### config.mk
export PLATFORM = sky130hd
export DESIGN_NAME = infix_expression_evaluator_top
export DESIGN_NICKNAME = d
export VERILOG_FILES = /design/src/rtl/iee_pkg.sv /design/src/rtl/iee_divider.sv /design/src/rtl/iee_datapath.sv /design/src/rtl/iee_controller.sv /design/src/rtl/infix_expression_evaluator_top.sv
export SDC_FILE = /design/constraint.sdc
export NUM_CORES = 2
export LEC_CHECK = 0
export ABC_AREA = 1
export BUFFER_PORTS_ARGS = -buffer_cell sky130_fd_sc_hd__buf_4
export CELL_PAD_IN_SITES_DETAIL_PLACEMENT = 1
export CELL_PAD_IN_SITES_GLOBAL_PLACEMENT = 2
export CORE_UTILIZATION = 40
export CTS_CLUSTER_DIAMETER = 150
export DETAILED_ROUTE_END_ITERATION = 16
export GPL_ROUTABILITY_DRIVEN = 1
export GPL_TIMING_DRIVEN = 0
export HOLD_SLACK_MARGIN = 0.03
export PLACE_DENSITY = 0.8
export SLEW_MARGIN = 20
export SYNTH_ARGS = -nofsm -noshare
export SYNTH_HDL_FRONTEND = slang
export SYNTH_HIERARCHICAL = 1
export SYNTH_SLANG_ARGS = --single-unit
### constraint.sdc
create_clock -name i_clk -period 10.9 [get_ports i_clk]
set_input_delay 1.09 -clock i_clk [delete_from_list [all_inputs] [get_ports i_clk]]
set_output_delay 1.09 -clock i_clk [all_outputs]
set_load 0.01 [all_outputs]
### src/rtl/iee_pkg.sv
// Shared types and constants for the infix expression evaluator.
package iee_pkg;

    localparam logic [2:0] OP_HASH = 3'd0;
    localparam logic [2:0] OP_LPAR = 3'd1;
    localparam logic [2:0] OP_ADD  = 3'd2;
    localparam logic [2:0] OP_SUB  = 3'd3;
    localparam logic [2:0] OP_MUL  = 3'd4;
    localparam logic [2:0] OP_DIV  = 3'd5;
    localparam logic [2:0] OP_RPAR = 3'd7;

    localparam logic [1:0] ST_OK    = 2'd0;
    localparam logic [1:0] ST_DIV0  = 2'd1;
    localparam logic [1:0] ST_ERROR = 2'd2;

    localparam logic [7:0] CH_HASH = 8'h23;
    localparam logic [7:0] CH_LPAR = 8'h28;
    localparam logic [7:0] CH_RPAR = 8'h29;
    localparam logic [7:0] CH_MUL  = 8'h2A;
    localparam logic [7:0] CH_ADD  = 8'h2B;
    localparam logic [7:0] CH_SUB  = 8'h2D;
    localparam logic [7:0] CH_DIV  = 8'h2F;
    localparam logic [7:0] CH_ZERO = 8'h30;
    localparam logic [7:0] CH_NINE = 8'h39;

    // Commands from the controller to the datapath.
    typedef struct packed {
        logic load_char;
        logic push_number;
        logic pop_operator;
        logic push_operator;
        logic start_reduce;
        logic raise_error;
        logic finish;
        logic clear;
    } t_cmd;

    // Status from the datapath to the controller.
    typedef struct packed {
        logic       is_digit;
        logic       is_known;
        logic       number_pending;
        logic       open;
        logic [2:0] code;
        logic [2:0] rank;
        logic [2:0] top;
        logic [2:0] top_rank;
        logic       reduce_done;
    } t_status;

    function automatic logic [2:0] f_stacked_rank(input logic [2:0] code);
        logic [2:0] r;
        unique case (code)
            OP_HASH: r = 3'd0;
            OP_LPAR: r = 3'd1;
            OP_ADD, OP_SUB: r = 3'd2;
            default: r = 3'd3;
        endcase
        return r;
    endfunction

endpackage

### src/rtl/iee_divider.sv
// Iterative 32-bit signed divider, one quotient bit per cycle.
module iee_divider (
    input  logic        i_clk,
    input  logic        i_rst_n,
    input  logic        i_start,
    input  logic [31:0] i_dividend,
    input  logic [31:0] i_divisor,
    output logic        o_done,
    output logic [31:0] o_quotient
);
    logic [31:0] r_rem, n_rem;
    logic [31:0] r_quo, n_quo;
    logic [31:0] r_div;
    logic        r_neg;
    logic [5:0]  r_cnt, n_cnt;
    logic        r_busy;
    logic [32:0] w_trial;

    always_comb begin
        w_trial = {r_rem, r_quo[31]} - {1'b0, r_div};
        n_rem = w_trial[32] ? {r_rem[30:0], r_quo[31]} : w_trial[31:0];
        n_quo = {r_quo[30:0], ~w_trial[32]};
        n_cnt = r_cnt + 6'd1;
    end

    always_ff @(posedge i_clk) begin
        if (!i_rst_n) begin
            r_busy <= 1'b0;
            r_cnt  <= '0;
        end else if (i_start) begin
            r_busy <= 1'b1;
            r_cnt  <= '0;
            r_rem  <= '0;
            r_quo  <= i_dividend[31] ? (32'd0 - i_dividend) : i_dividend;
            r_div  <= i_divisor[31] ? (32'd0 - i_divisor) : i_divisor;
            r_neg  <= i_dividend[31] ^ i_divisor[31];
        end else if (r_busy) begin
            r_rem <= n_rem;
            r_quo <= n_quo;
            r_cnt <= n_cnt;
            if (r_cnt == 6'd31) begin
                r_busy <= 1'b0;
            end
        end
    end

    assign o_done     = r_busy && (r_cnt == 6'd31);
    assign o_quotient = r_neg ? (32'd0 - n_quo) : n_quo;
endmodule

### src/rtl/iee_datapath.sv
// Datapath: operand and operator stacks, number builder and arithmetic.
module iee_datapath #(
    parameter int OPERAND_DEPTH  = 16,
    parameter int OPERATOR_DEPTH = 16
) (
    input  logic              i_clk,
    input  logic              i_rst_n,
    input  logic [7:0]        i_char,
    input  iee_pkg::t_cmd     i_cmd,
    output iee_pkg::t_status  o_status,
    output logic [31:0]       o_value,
    output logic [1:0]        o_result_status
);
    localparam int DW = $clog2(OPERAND_DEPTH);
    localparam int OW = $clog2(OPERATOR_DEPTH);
    localparam int DCW = $clog2(OPERAND_DEPTH + 1);
    localparam int OCW = $clog2(OPERATOR_DEPTH + 1);

    logic [31:0] r_opnd [OPERAND_DEPTH];
    logic [2:0]  r_oper [OPERATOR_DEPTH];
    logic [DCW-1:0] r_dcnt;
    logic [OCW-1:0] r_ocnt;
    logic [31:0] r_acc;
    logic        r_pend;
    logic [1:0]  r_err;
    logic [7:0]  r_char;
    logic [31:0] r_bottom;
    logic [2:0]  r_top;
    logic [31:0] r_out_value;
    logic [1:0]  r_out_status;

    // Reduction sequencing.
    typedef enum logic [3:0] {
        R_IDLE = 4'b0001, R_POP = 4'b0010, R_CALC = 4'b0100, R_DIV = 4'b1000
    } t_rstate;
    t_rstate r_rs;
    logic [2:0]  r_rop;
    logic [31:0] r_lhs, r_rhs;
    logic        r_rdone;
    logic        w_dstart, w_ddone;
    logic [31:0] w_quo;

    logic [2:0] w_code, w_rank, w_top;
    logic       w_known, w_digit;
    logic [1:0] w_new_err;
    logic [DCW-1:0] w_dcnt_after;
    logic [OCW-1:0] w_ocnt_next;

    iee_divider u_div (
        .i_clk(i_clk), .i_rst_n(i_rst_n), .i_start(w_dstart),
        .i_dividend(r_lhs), .i_divisor(r_rhs),
        .o_done(w_ddone), .o_quotient(w_quo)
    );

    always_comb begin
        w_known = 1'b1;
        w_code  = iee_pkg::OP_HASH;
        w_rank  = 3'd0;
        unique case (r_char)
            iee_pkg::CH_HASH: begin w_code = iee_pkg::OP_HASH; w_rank = 3'd0; end
            iee_pkg::CH_LPAR: begin w_code = iee_pkg::OP_LPAR; w_rank = 3'd5; end
            iee_pkg::CH_RPAR: begin w_code = iee_pkg::OP_RPAR; w_rank = 3'd1; end
            iee_pkg::CH_ADD:  begin w_code = iee_pkg::OP_ADD;  w_rank = 3'd2; end
            iee_pkg::CH_SUB:  begin w_code = iee_pkg::OP_SUB;  w_rank = 3'd2; end
            iee_pkg::CH_MUL:  begin w_code = iee_pkg::OP_MUL;  w_rank = 3'd3; end
            iee_pkg::CH_DIV:  begin w_code = iee_pkg::OP_DIV;  w_rank = 3'd3; end
            default: w_known = 1'b0;
        endcase
        w_digit = (r_char >= iee_pkg::CH_ZERO) && (r_char <= iee_pkg::CH_NINE);
        w_top = r_top;
    end

    always_comb begin
        w_ocnt_next = r_ocnt;
        if (i_cmd.push_operator && r_ocnt < OCW'(OPERATOR_DEPTH)) begin
            w_ocnt_next = r_ocnt + 1'b1;
        end else if (i_cmd.pop_operator) begin
            w_ocnt_next = r_ocnt - 1'b1;
        end
    end

    assign w_dstart = (r_rs == R_CALC) && (r_rop == iee_pkg::OP_DIV) && (r_rhs != '0);

    always_comb begin
        o_status.is_digit       = w_digit;
        o_status.is_known       = w_known;
        o_status.number_pending = r_pend;
        o_status.open           = (r_ocnt != '0);
        o_status.code           = w_code;
        o_status.rank           = w_rank;
        o_status.top            = w_top;
        o_status.top_rank       = iee_pkg::f_stacked_rank(w_top);
        o_status.reduce_done    = r_rdone;
    end

    always_comb begin
        w_new_err = r_err;
        if (r_err == iee_pkg::ST_OK && r_dcnt != DCW'(1)) begin
            w_new_err = iee_pkg::ST_ERROR;
        end
        w_dcnt_after = r_dcnt;
    end

    assign o_result_status = r_out_status;
    assign o_value = r_out_value;

    always_ff @(posedge i_clk) begin
        if (!i_rst_n) begin
            r_out_value  <= '0;
            r_out_status <= iee_pkg::ST_OK;
        end else if (i_cmd.finish) begin
            r_out_value  <= (w_new_err == iee_pkg::ST_OK) ? r_bottom : 32'd0;
            r_out_status <= w_new_err;
        end
    end

    always_ff @(posedge i_clk) begin
        if (!i_rst_n || i_cmd.clear) begin
            r_dcnt  <= '0;
            r_ocnt  <= '0;
            r_acc   <= '0;
            r_pend  <= 1'b0;
            r_err   <= iee_pkg::ST_OK;
            r_rs    <= R_IDLE;
            r_rdone <= 1'b0;
            r_top   <= iee_pkg::OP_HASH;
        end else begin
            if (i_cmd.load_char) begin
                r_char <= i_char;
            end
            if (i_cmd.raise_error) begin
                r_err <= iee_pkg::ST_ERROR;
            end
            if (i_cmd.push_number) begin
                if (w_digit) begin
                    r_acc  <= (r_acc << 3) + (r_acc << 1) + 32'(r_char[3:0]);
                    r_pend <= 1'b1;
                end else begin
                    r_acc  <= '0;
                    r_pend <= 1'b0;
                    if (r_dcnt < DCW'(OPERAND_DEPTH)) begin
                        r_opnd[DW'(r_dcnt)] <= r_acc;
                        if (r_dcnt == '0) r_bottom <= r_acc;
                        r_dcnt <= r_dcnt + 1'b1;
                    end else begin
                        r_err <= iee_pkg::ST_ERROR;
                    end
                end
            end
            if (i_cmd.pop_operator) begin
                r_ocnt <= r_ocnt - 1'b1;
            end
            if (i_cmd.push_operator) begin
                if (r_ocnt < OCW'(OPERATOR_DEPTH)) begin
                    r_oper[OW'(r_ocnt)] <= w_code;
                    r_ocnt <= r_ocnt + 1'b1;
                end else begin
                    r_err <= iee_pkg::ST_ERROR;
                end
            end
            if (i_cmd.push_operator && r_ocnt < OCW'(OPERATOR_DEPTH)) begin
                r_top <= w_code;
            end else if (w_ocnt_next == '0) begin
                r_top <= iee_pkg::OP_HASH;
            end else begin
                r_top <= r_oper[OW'(w_ocnt_next - 1'b1)];
            end
            unique case (r_rs)
                R_IDLE: begin
                    r_rdone <= 1'b0;
                    if (i_cmd.start_reduce) begin
                        r_rop <= w_top;
                        r_rs  <= R_POP;
                    end
                end
                R_POP: begin
                    r_rdone <= 1'b0;
                    // Pop right then left operand in one step.
                    if (r_dcnt >= DCW'(2)) begin
                        r_rhs  <= r_opnd[DW'(r_dcnt - 1'b1)];
                        r_lhs  <= r_opnd[DW'(r_dcnt - DCW'(2))];
                        r_dcnt <= r_dcnt - DCW'(2);
                    end else if (r_dcnt == DCW'(1)) begin
                        r_rhs  <= r_opnd[0];
                        r_lhs  <= '0;
                        r_dcnt <= '0;
                        r_err  <= iee_pkg::ST_ERROR;
                    end else begin
                        r_rhs <= '0;
                        r_lhs <= '0;
                        r_err <= iee_pkg::ST_ERROR;
                    end
                    r_rs <= R_CALC;
                end
                R_CALC, R_DIV: begin
                    logic [31:0] v;
                    logic        ready;
                    v = '0;
                    ready = 1'b1;
                    unique case (r_rop)
                        iee_pkg::OP_ADD: v = r_lhs + r_rhs;
                        iee_pkg::OP_SUB: v = r_lhs - r_rhs;
                        iee_pkg::OP_MUL: v = r_lhs * r_rhs;
                        default: begin
                            if (r_rs == R_CALC) begin
                                if (r_rhs == '0) begin
                                    v = '0;
                                    if (r_err == iee_pkg::ST_OK) r_err <= iee_pkg::ST_DIV0;
                                end else begin
                                    ready = 1'b0;
                                end
                            end else begin
                                v = w_quo;
                                ready = w_ddone;
                            end
                        end
                    endcase
                    r_rdone <= ready;
                    if (ready) begin
                        if (w_dcnt_after < DCW'(OPERAND_DEPTH)) begin
                            r_opnd[DW'(w_dcnt_after)] <= v;
                            if (w_dcnt_after == '0) r_bottom <= v;
                            r_dcnt <= w_dcnt_after + 1'b1;
                        end else begin
                            r_err <= iee_pkg::ST_ERROR;
                        end
                        r_rs    <= R_IDLE;
                    end else begin
                        r_rs <= R_DIV;
                    end
                end
                default: begin
                    r_rdone <= 1'b0;
                    r_rs    <= R_IDLE;
                end
            endcase
        end
    end
endmodule

### src/rtl/iee_controller.sv
// Controller state machine sequencing one character through the datapath.
module iee_controller (
    input  logic             i_clk,
    input  logic             i_rst_n,
    input  logic             i_in_valid,
    output logic             o_in_ready,
    output logic             o_out_valid,
    input  logic             i_out_ready,
    input  iee_pkg::t_status i_status,
    output iee_pkg::t_cmd    o_cmd
);
    typedef enum logic [5:0] {
        S_IDLE   = 6'b000001,
        S_DECODE = 6'b000010,
        S_LOOP   = 6'b000100,
        S_WAIT   = 6'b001000,
        S_EMIT   = 6'b010000,
        S_CLEAR  = 6'b100000
    } t_state;
    t_state r_state, n_state;
    logic   r_out_valid;

    assign o_out_valid = r_out_valid;

    always_comb begin
        n_state = r_state;
        o_cmd = '0;
        o_in_ready = 1'b0;
        unique case (r_state)
            S_IDLE: begin
                o_in_ready = 1'b1;
                if (i_in_valid) begin
                    o_cmd.load_char = 1'b1;
                    n_state = S_DECODE;
                end
            end
            S_DECODE: begin
                n_state = S_IDLE;
                if (!i_status.open) begin
                    if (i_status.is_known && i_status.code == iee_pkg::OP_HASH) begin
                        o_cmd.push_operator = 1'b1;
                    end
                end else if (i_status.is_digit) begin
                    o_cmd.push_number = 1'b1;
                end else if (!i_status.is_known) begin
                    o_cmd.raise_error = 1'b1;
                end else begin
                    o_cmd.push_number = i_status.number_pending;
                    n_state = S_LOOP;
                end
            end
            S_LOOP: begin
                if (i_status.top_rank < i_status.rank) begin
                    if (i_status.code == iee_pkg::OP_RPAR) o_cmd.raise_error = 1'b1;
                    else o_cmd.push_operator = 1'b1;
                    n_state = S_IDLE;
                end else if (i_status.top_rank == i_status.rank
                             && i_status.top_rank <= 3'd1) begin
                    o_cmd.pop_operator = 1'b1;
                    n_state = (i_status.top == iee_pkg::OP_HASH) ? S_EMIT : S_IDLE;
                end else if (i_status.top == iee_pkg::OP_LPAR) begin
                    o_cmd.pop_operator = 1'b1;
                    o_cmd.raise_error  = 1'b1;
                end else begin
                    o_cmd.start_reduce = 1'b1;
                    o_cmd.pop_operator = 1'b1;
                    n_state = S_WAIT;
                end
            end
            S_WAIT: begin
                if (i_status.reduce_done) n_state = S_LOOP;
            end
            S_EMIT: begin
                if (!r_out_valid || i_out_ready) begin
                    o_cmd.finish = 1'b1;
                    n_state = S_CLEAR;
                end
            end
            S_CLEAR: begin
                o_cmd.clear = 1'b1;
                n_state = S_IDLE;
            end
            default: n_state = S_IDLE;
        endcase
    end

    always_ff @(posedge i_clk) begin
        if (!i_rst_n) begin
            r_state <= S_IDLE;
        end else begin
            r_state <= n_state;
        end
    end

    always_ff @(posedge i_clk) begin
        if (!i_rst_n) begin
            r_out_valid <= 1'b0;
        end else if (o_cmd.finish) begin
            r_out_valid <= 1'b1;
        end else if (i_out_ready) begin
            r_out_valid <= 1'b0;
        end
    end
endmodule

### src/rtl/infix_expression_evaluator_top.sv
// Top level of the two-stack infix expression evaluator.
// One character word is taken per handshake. Digits and ignored characters are
// loaded and decoded; an operator then loops through its reductions of + - or *,
// and of division, which runs in a bit-serial divider one quotient bit a cycle, and
// drops each unclosed parenthesis that it meets. The closing '#' also runs its
// reductions: its result word moves into an output register and the block clears,
// so input goes on while that word waits; a second result holds the block, with
// the input stalled, until the first is taken.
module infix_expression_evaluator_top #(
    parameter int OPERAND_DEPTH  = 16,
    parameter int OPERATOR_DEPTH = 16
) (
    input  logic        i_clk,
    input  logic        i_rst_n,
    input  logic        i_in_valid,
    output logic        o_in_ready,
    input  logic [7:0]  i_char_code,
    output logic        o_out_valid,
    input  logic        i_out_ready,
    output logic [31:0] o_result_value,
    output logic [1:0]  o_status
);
    iee_pkg::t_cmd    w_cmd;
    iee_pkg::t_status w_status;

    iee_controller u_ctrl (
        .i_clk(i_clk), .i_rst_n(i_rst_n),
        .i_in_valid(i_in_valid), .o_in_ready(o_in_ready),
        .o_out_valid(o_out_valid), .i_out_ready(i_out_ready),
        .i_status(w_status), .o_cmd(w_cmd)
    );

    iee_datapath #(
        .OPERAND_DEPTH(OPERAND_DEPTH), .OPERATOR_DEPTH(OPERATOR_DEPTH)
    ) u_dp (
        .i_clk(i_clk), .i_rst_n(i_rst_n), .i_char(i_char_code),
        .i_cmd(w_cmd), .o_status(w_status),
        .o_value(o_result_value), .o_result_status(o_status)
    );

    a_ok_has_value: assert property (@(posedge i_clk) disable iff (!i_rst_n)
        o_out_valid && o_status != iee_pkg::ST_OK |-> o_result_value == 32'd0)
        else $error("nonzero value with error status");
    a_out_hold: assert property (@(posedge i_clk) disable iff (!i_rst_n)
        o_out_valid && !i_out_ready |=> o_out_valid && $stable(o_result_value)
        && $stable(o_status))
        else $error("result word changed while waiting");
    a_status_range: assert property (@(posedge i_clk) disable iff (!i_rst_n)
        o_out_valid |-> o_status != 2'd3)
        else $error("bad status code");
endmodule

=== Word-level counts from Yosys, hierarchy flattened ===
Memory sizes are Yosys's and may differ from the RTL's. A register that Yosys moved wholly into a read port is not among the register bits.
Cells that the tools add are included.

* $add $sub $neg: 15
* Multipliers: 1
* Magnitude comparators: 7
* Equality and inequality tests: 34
* Muxes and demuxes: 124
* Bitwise gates (word level): 6
* Reductions and logical operators: 38

{| class="wikitable"
|+ Operators by type and width
! kind !! count
|-
| $mux 32 || 22
|-
| $pmux 32 s3 || 1
|-
| $sub 1x32->32 const A || 3
|-
| $add 32x32->32 || 2
|-
| $mux 5 || 12
|-
| $eq 8x6->1 const B || 7
|-
| $mux 1 || 50
|-
| $mux 6 || 7
|-
| $sub 33x32->33 || 1
|-
| $add 32x4->32 || 1
|-
| $logic_not 32->1 || 1
|-
| $mul 32x32->32 || 1
|-
| $mux 2 || 16
|-
| $reduce_bool 32->1 || 1
|-
| $sub 32x32->32 || 1
|-
| $mux 31 || 1
|-
| $pmux 6 s5 || 1
|-
| $pmux 3 s6 || 1
|-
| $eq 3x2->1 const B || 4
|-
| $eq 6x5->1 const B || 2
|-
| $mux 3 || 4
|-
| $pmux 3 s4 || 1
|-
| $pmux 4 s3 || 1
|-
| $reduce_or 2->1 || 6
|-
| other kinds (49) || 78
|}

* Register bits: 273
* Memory bits (writable): 560
* Input port bits: 12
* Output and inout port bits: 36
* Word-level logic and storage cells: 250
* Memories kept: 2

{| class="wikitable"
|+ Memory list
! name !! depth !! bits a word !! rd ports !! clocked after memory_dff !! wr ports !! RTL line !! source
|-
| u_dp.r_opnd || 16 || 32 || 3 || 1 || 1 || iee_datapath.sv:19 || <nowiki>logic [31:0] r_opnd [OPERAND_DEPTH];</nowiki>
|-
| u_dp.r_oper || 16 || 3 || 1 || 0 || 1 || iee_datapath.sv:20 || <nowiki>logic [2:0] r_oper [OPERATOR_DEPTH];</nowiki>
|}

=== Logic depth before layout (Yosys ltp) ===
* Depth in word-level cells: 22
* Depth in mapped cells: 36
* Gate-level depth less buffers: 34

=== Cells and area by module ===
The synthesis kept the hierarchy.

{| class="wikitable"
|+ Modules (own cells, without submodules)
! module !! instances !! cells an instance !! area an instance (µm²) !! sequential area each (µm²)
|-
| iee_datapath || 1 || 6,802 || 57,465.1 || 21,770.9
|-
| iee_divider || 1 || 1,120 || 8,349.3 || 3,052.9
|-
| iee_controller || 1 || 98 || 655.6 || 140.1
|}

=== Worst setup path after synthesis ===
OpenSTA, ideal clock, no wires.

* Path kind: register -> register
* Start point: register u_dp.r_rhs[2]
* End point: memory u_dp.r_opnd[0][30] (data pin)
* Library setup time: 0.284 ns
* Arrival time: 6.883 ns
* Required time: 10.616 ns
* Slack: 3.734 ns
* Cell stages (with the launch flop): 28
* Buffers on the path: 2
* Clock period less this slack: 7.166 ns
* Path through: edfxtp_1 > clkbuf_1 > buf_1 > nand2_1 > fa_1 > inv_1 > fa_1 > inv_1 > fa_1 > inv_1 > fa_1 > fa_1 > inv_1 > fa_1 > inv_1 > fa_1 > fa_1 > ha_1 > inv_1 > nor3_1 > nand2_1 > nor4_1 > nand2_1 > nand3_1 > nand3_1 > nand3_1 > nand2_1 > o21ai_1

* Word-level cells in the longest chain between the ends: 11
* Elaborated cells on any way between the ends: 17
* Those cells by class: add/sub: 2; mul: 1; mux: 13; reduce/logical: 1

{| class="wikitable"
|+ Ends and longest elaborated chain
! item !! RTL line !! source
|-
| start, declared || iee_datapath.sv:38 || <nowiki>logic [31:0] r_lhs, r_rhs;</nowiki>
|-
| start signal, assigned || iee_datapath.sv:180 || <nowiki>r_rhs <= r_opnd[DW'(r_dcnt - 1'b1)];</nowiki>
|-
| start signal, assigned || iee_datapath.sv:184 || <nowiki>r_rhs <= r_opnd[0];</nowiki>
|-
| parallel branches: the longest is 10 deep, another holds $mul 32x32->32 || -- ||
|-
| $mux 32 (no source line) * || -- ||
|-
| end, declared || iee_datapath.sv:19 ||
|}

Mark *: on every way between the ends. The select of a mux whose other input is x is not followed.

=== Final worst setup path ===
* Start point: register u_dp.r_lhs[6]
* End point: memory u_dp.r_opnd[9][31] (data pin)

* Word-level cells in the longest chain between the ends: 5
* Elaborated cells on any way between the ends: 7
* Those cells by class: add/sub: 2; mul: 1; mux: 4

{| class="wikitable"
|+ Ends and longest elaborated chain
! item !! RTL line !! source
|-
| start, declared || iee_datapath.sv:38 ||
|-
| start signal, assigned || iee_datapath.sv:181 || <nowiki>r_lhs <= r_opnd[DW'(r_dcnt - DCW'(2))];</nowiki>
|-
| $mul 32x32->32 (tied with other cells) || iee_datapath.sv:203 || <nowiki>iee_pkg::OP_MUL: v = r_lhs * r_rhs;</nowiki>
|-
| $pmux 32 s3 * || iee_datapath.sv:200 || <nowiki>unique case (r_rop)</nowiki>
|-
| $mux 32 * || iee_datapath.sv:168 || <nowiki>unique case (r_rs)</nowiki>
|-
| $mux 32 * || iee_datapath.sv:118 || <nowiki>if (!i_rst_n || i_cmd.clear) begin</nowiki>
|-
| $mux 32 (no source line) * || -- ||
|}

Mark *: on every way between the ends. The rest lies on a longest branch, timed or not. The select of a mux whose other input is x is not followed.

==> flow_summary.json <==
{
  "synth_xor_area_frac": 0.0192,
  "slowest_stage": "clkbuf_1",
  "postSynthAreaPerCell_sq_um": 8.29,
  "cp-end-kind": "flip-flop",
  "cp_max_fo": 16,
  "synthAdderAreaFrac": 0.175,
  "synth_edf_count": 764,
  "p_int_w": 0.00571,
  "period_share": 0.939,
  "cp.required_ns": 11.21,
  "whs_ns": 0.488,
  "yosysWarningCount": 6,
  "combinationalPowerShare": 0.047,
  "fp.dieH_um": 410,
  "ant_nets": 0,
  "clock-root-buffer": "clkbuf_16",
  "num_vias": 61200,
  "drt_wl_total_mm": 301,
  "rsz0062_at_grt": "no",
  "sw_frac_of_total": 0.238,
  "p_per_area_nw_per_um2": 101,
  "cts_tree": "built",
  "finalPower_w": 0.00750,
  "coreArea_sq_um": 165000,
  "synth_mux_area_frac": 0.000301,
  "skew_ns": 0.0705,
  "gp_congestion": 0.974,
  "path_clk_slew_ns": 0.06,
  "portBuffers": 47,
  "grt_pass1_wl_mm": 431,
  "drt_iter0_markers": 6250,
  "die-width_um": 410,
  "start_util": 0.403,
  "htreeDepth": 3,
  "ys.flop_type": "edfxtp_1",
  "grt_pass1_vias": 62600,
  "hold_buffers": 0,
  "antenna_found_initial": 11,
  "clock_sinks": 865,
  "hpwl_mm": 234,
  "post-route-util": 0.449,
  "drv_slew": 0,
  "outcome": "complete, no violations",
  "wl_per_cell_um": 28.7,
  "fmax_mhz": 97.7,
  "post-cts-setup-buffer-count": 0,
  "post_cts_resized": 0,
  "cts_buffer_depth": 3,
  "min-delay-path-class": "reg -> reg",
  "arrival_ns": 10.55,
  "dp_slack_ns": 0.674,
  "groute.usage.overall": 0.353,
  "cpMostUsedCell": "fa_1",
  "area_growth_pct": 11.5,
  "syn-cell-area_sq_um": 66500,
  "synth-compound-area-share": 0.155,
  "insertion_delay_ns": 0.77,
  "layout.nets": 8905,
  "worst_slew_pin_slew_ns": 1.36,
  "slowest_delay_ns": 0.94,
  "hold_viol_final": 0,
  "avgViaCountPerCell": 5.84,
  "grt_overflow_total": 0,
  "syn_nets": 8713,
  "cts_buffers": 101,
  "ys_ff_latch": 865,
  "startpoint_type": "flip-flop",
  "fp-row-count": 149,
  "io_pins": 48,
  "synth-simple-area-share": 0.169,
  "drv_cap": 0,
  "p_sw_w": 0.00178,
  "max-vdd-ir-drop_v": 0.000140,
  "synth_top_family_by_area": "adder cells",
  "fin_crit_ns": 10.24,
  "async_reset_ff_frac": 0,
  "p_clk_frac": 0.469,
  "path_class": "reg -> reg",
  "synth_cells": 8020,
  "yosysSeqAreaShare": 0.376,
  "drive_gt1_frac": 0.0667,
  "finalSetupViolations": 0,
  "route.detailed.drc": 0,
  "fin_tns_setup_ns": 0,
  "slew-limit-headroom": 0.0913,
  "grt_max_degree": 49,
  "firstDrtPassIters": 5,
  "leakage_nw": 32.3,
  "synth_cell_types": 75,
  "die_area_sq_um": 168000,
  "p_seq_frac": 0.483,
  "fin_ws_ns": 0.663
}
-- critical path: cells and delay by family (launching register included) --
kind / cells / cell delay [ns]
adder cells (fa/ha/maj): 9 / 4.13
AND/OR/NAND/NOR: 8 / 1.57
buffers and inverters: 7 / 2.17
AO/OA/AOI/OAI: 5 / 1.26
flip-flops: 1 / 0.63
-- per-stage QoR --
stage               area (sq um)  cells
floorplan                  66500   8020
global placement           69600  10300
detailed placement         70700  10300
CTS                        74100  10500
global route               74100  10500
finish                     74100  10500
-- cells by family (layout without fill, tap and decap cells) --
family,count (synthesis),after routing
AND/OR/NAND/NOR,2629,2629
adder cells (fa/ha/maj),681,681
XOR/XNOR,146,146
AO/OA/AOI/OAI,1888,1888
buffers and inverters,1808,2084
other,1,5
multiplexers,2,2
flip-flops,865,865
-- final cells by class --
type	instances	area (sq um)
fillers	19600	90900
plain buffers	430	1860
diodes	4	10.0
clock inverters	56	649
flip-flops and latches	865	25000
well taps	2189	2740
repair buffers	89	1220
clock buffers	131	2740
multi-input cells	5347	34700
inverters	1378	5190
-- layer usage --
layer	track usage	routed length (um)	vias up
met1	0.453	122000	31000
met2	0.564	137000	2688
met4	0.189	18500	12
li1	-	-	26800
met5	0	87	-
met3	0.0620	23300	742
-- synth_stat cells, types with 19 or more instances --
cell / number / area [sq um]
nor2_1: 380 / 1430
a21oi_1: 750 / 3750
inv_2: 19 / 71.3
fa_1: 412 / 8250
edfxtp_1: 764 / 22900
dfxtp_1: 101 / 2020
nand2_1: 1488 / 5590
nand4_1: 32 / 200
nor3_1: 66 / 330
buf_2: 90 / 450
nand2_2: 32 / 200
a21boi_0: 24 / 180
xor2_1: 90 / 788
inv_1: 1348 / 5060
o21ai_0: 771 / 3860
o21ai_2: 22 / 193
buf_1: 77 / 289
o21bai_1: 22 / 165
xnor2_1: 56 / 490
clkbuf_1: 244 / 916
nor4_1: 20 / 125
a31oi_1: 60 / 375
nand3b_1: 26 / 195
ha_1: 269 / 3370
o211ai_1: 144 / 1080
or2_2: 30 / 188
nand3_1: 502 / 2510
-- placed cells by master (no fill, tap or decap), types with 34 or more instances in the layout --
cell type | synthesis | final
nand2_1 | 1488 | 1487
o211ai_1 | 144 | 144
o21ai_0 | 771 | 754
a31oi_1 | 60 | 59
a21oi_1 | 750 | 750
ha_1 | 269 | 269
nor2_1 | 380 | 362
inv_1 | 1348 | 1347
dfxtp_1 | 101 | 101
o21ai_2 | 22 | 34
clkbuf_1 | 244 | 257
xor2_1 | 90 | 90
xnor2_1 | 56 | 56
nor3_1 | 66 | 65
nand3_1 | 502 | 502
buf_2 | 90 | 92
fa_1 | 412 | 412
buf_1 | 77 | 75
buf_4 | 11 | 59
edfxtp_1 | 764 | 764
clkbuf_16 | 0 | 102
-- sequential cells by signal (all words and copies together), names as in the netlist, 2 cells and up --
signal                cells
u_ctrl/r_state            6
u_dp/o_result_status      2
u_dp/o_value             32
u_dp/r_acc               32
u_dp/r_bottom            32
u_dp/r_char               8
u_dp/r_dcnt               5
u_dp/r_err                2
u_dp/r_lhs               32
u_dp/r_ocnt               5
u_dp/r_oper              48
u_dp/r_opnd             512
u_dp/r_rhs               32
u_dp/r_rop                3
u_dp/r_rs                 4
u_dp/r_top                3
u_dp/u_div/r_cnt          6
u_dp/u_div/r_div         32
u_dp/u_div/r_quo         32
u_dp/u_div/r_rem         32
-- power by group through the flow --
| stage | sequential, W | combinational [W] | clock, W |
|---|---|---|---|
| 2_1_floorplan | 0.00369 | 0.000222 | 0 |
| 3_3_place_gp | 0.00369 | 0.000343 | 0 |
| 3_5_place_dp | 0.00369 | 0.000352 | 0 |
| 4_1_cts | 0.00362 | 0.000355 | 0.00356 |
| 5_1_grt | 0.00363 | 0.000390 | 0.00366 |
| 6_report | 0.00362 | 0.000354 | 0.00352 |
-- final timing paths --
kind,slack [ns],endpoint,start,cells after the start
hold reg to reg,0.49,u_dp/u_div/r_cnt[1],u_dp/u_div/r_cnt[1],2
setup reg to reg,0.66,u_dp/r_opnd[9][31],u_dp/r_lhs[6],29
setup / recovery,0.66,u_dp/r_opnd[9][31],u_dp/r_lhs[6],29
hold / removal,0.49,u_dp/u_div/r_cnt[1],u_dp/u_div/r_cnt[1],2
(Power assumes the default switching activity.)
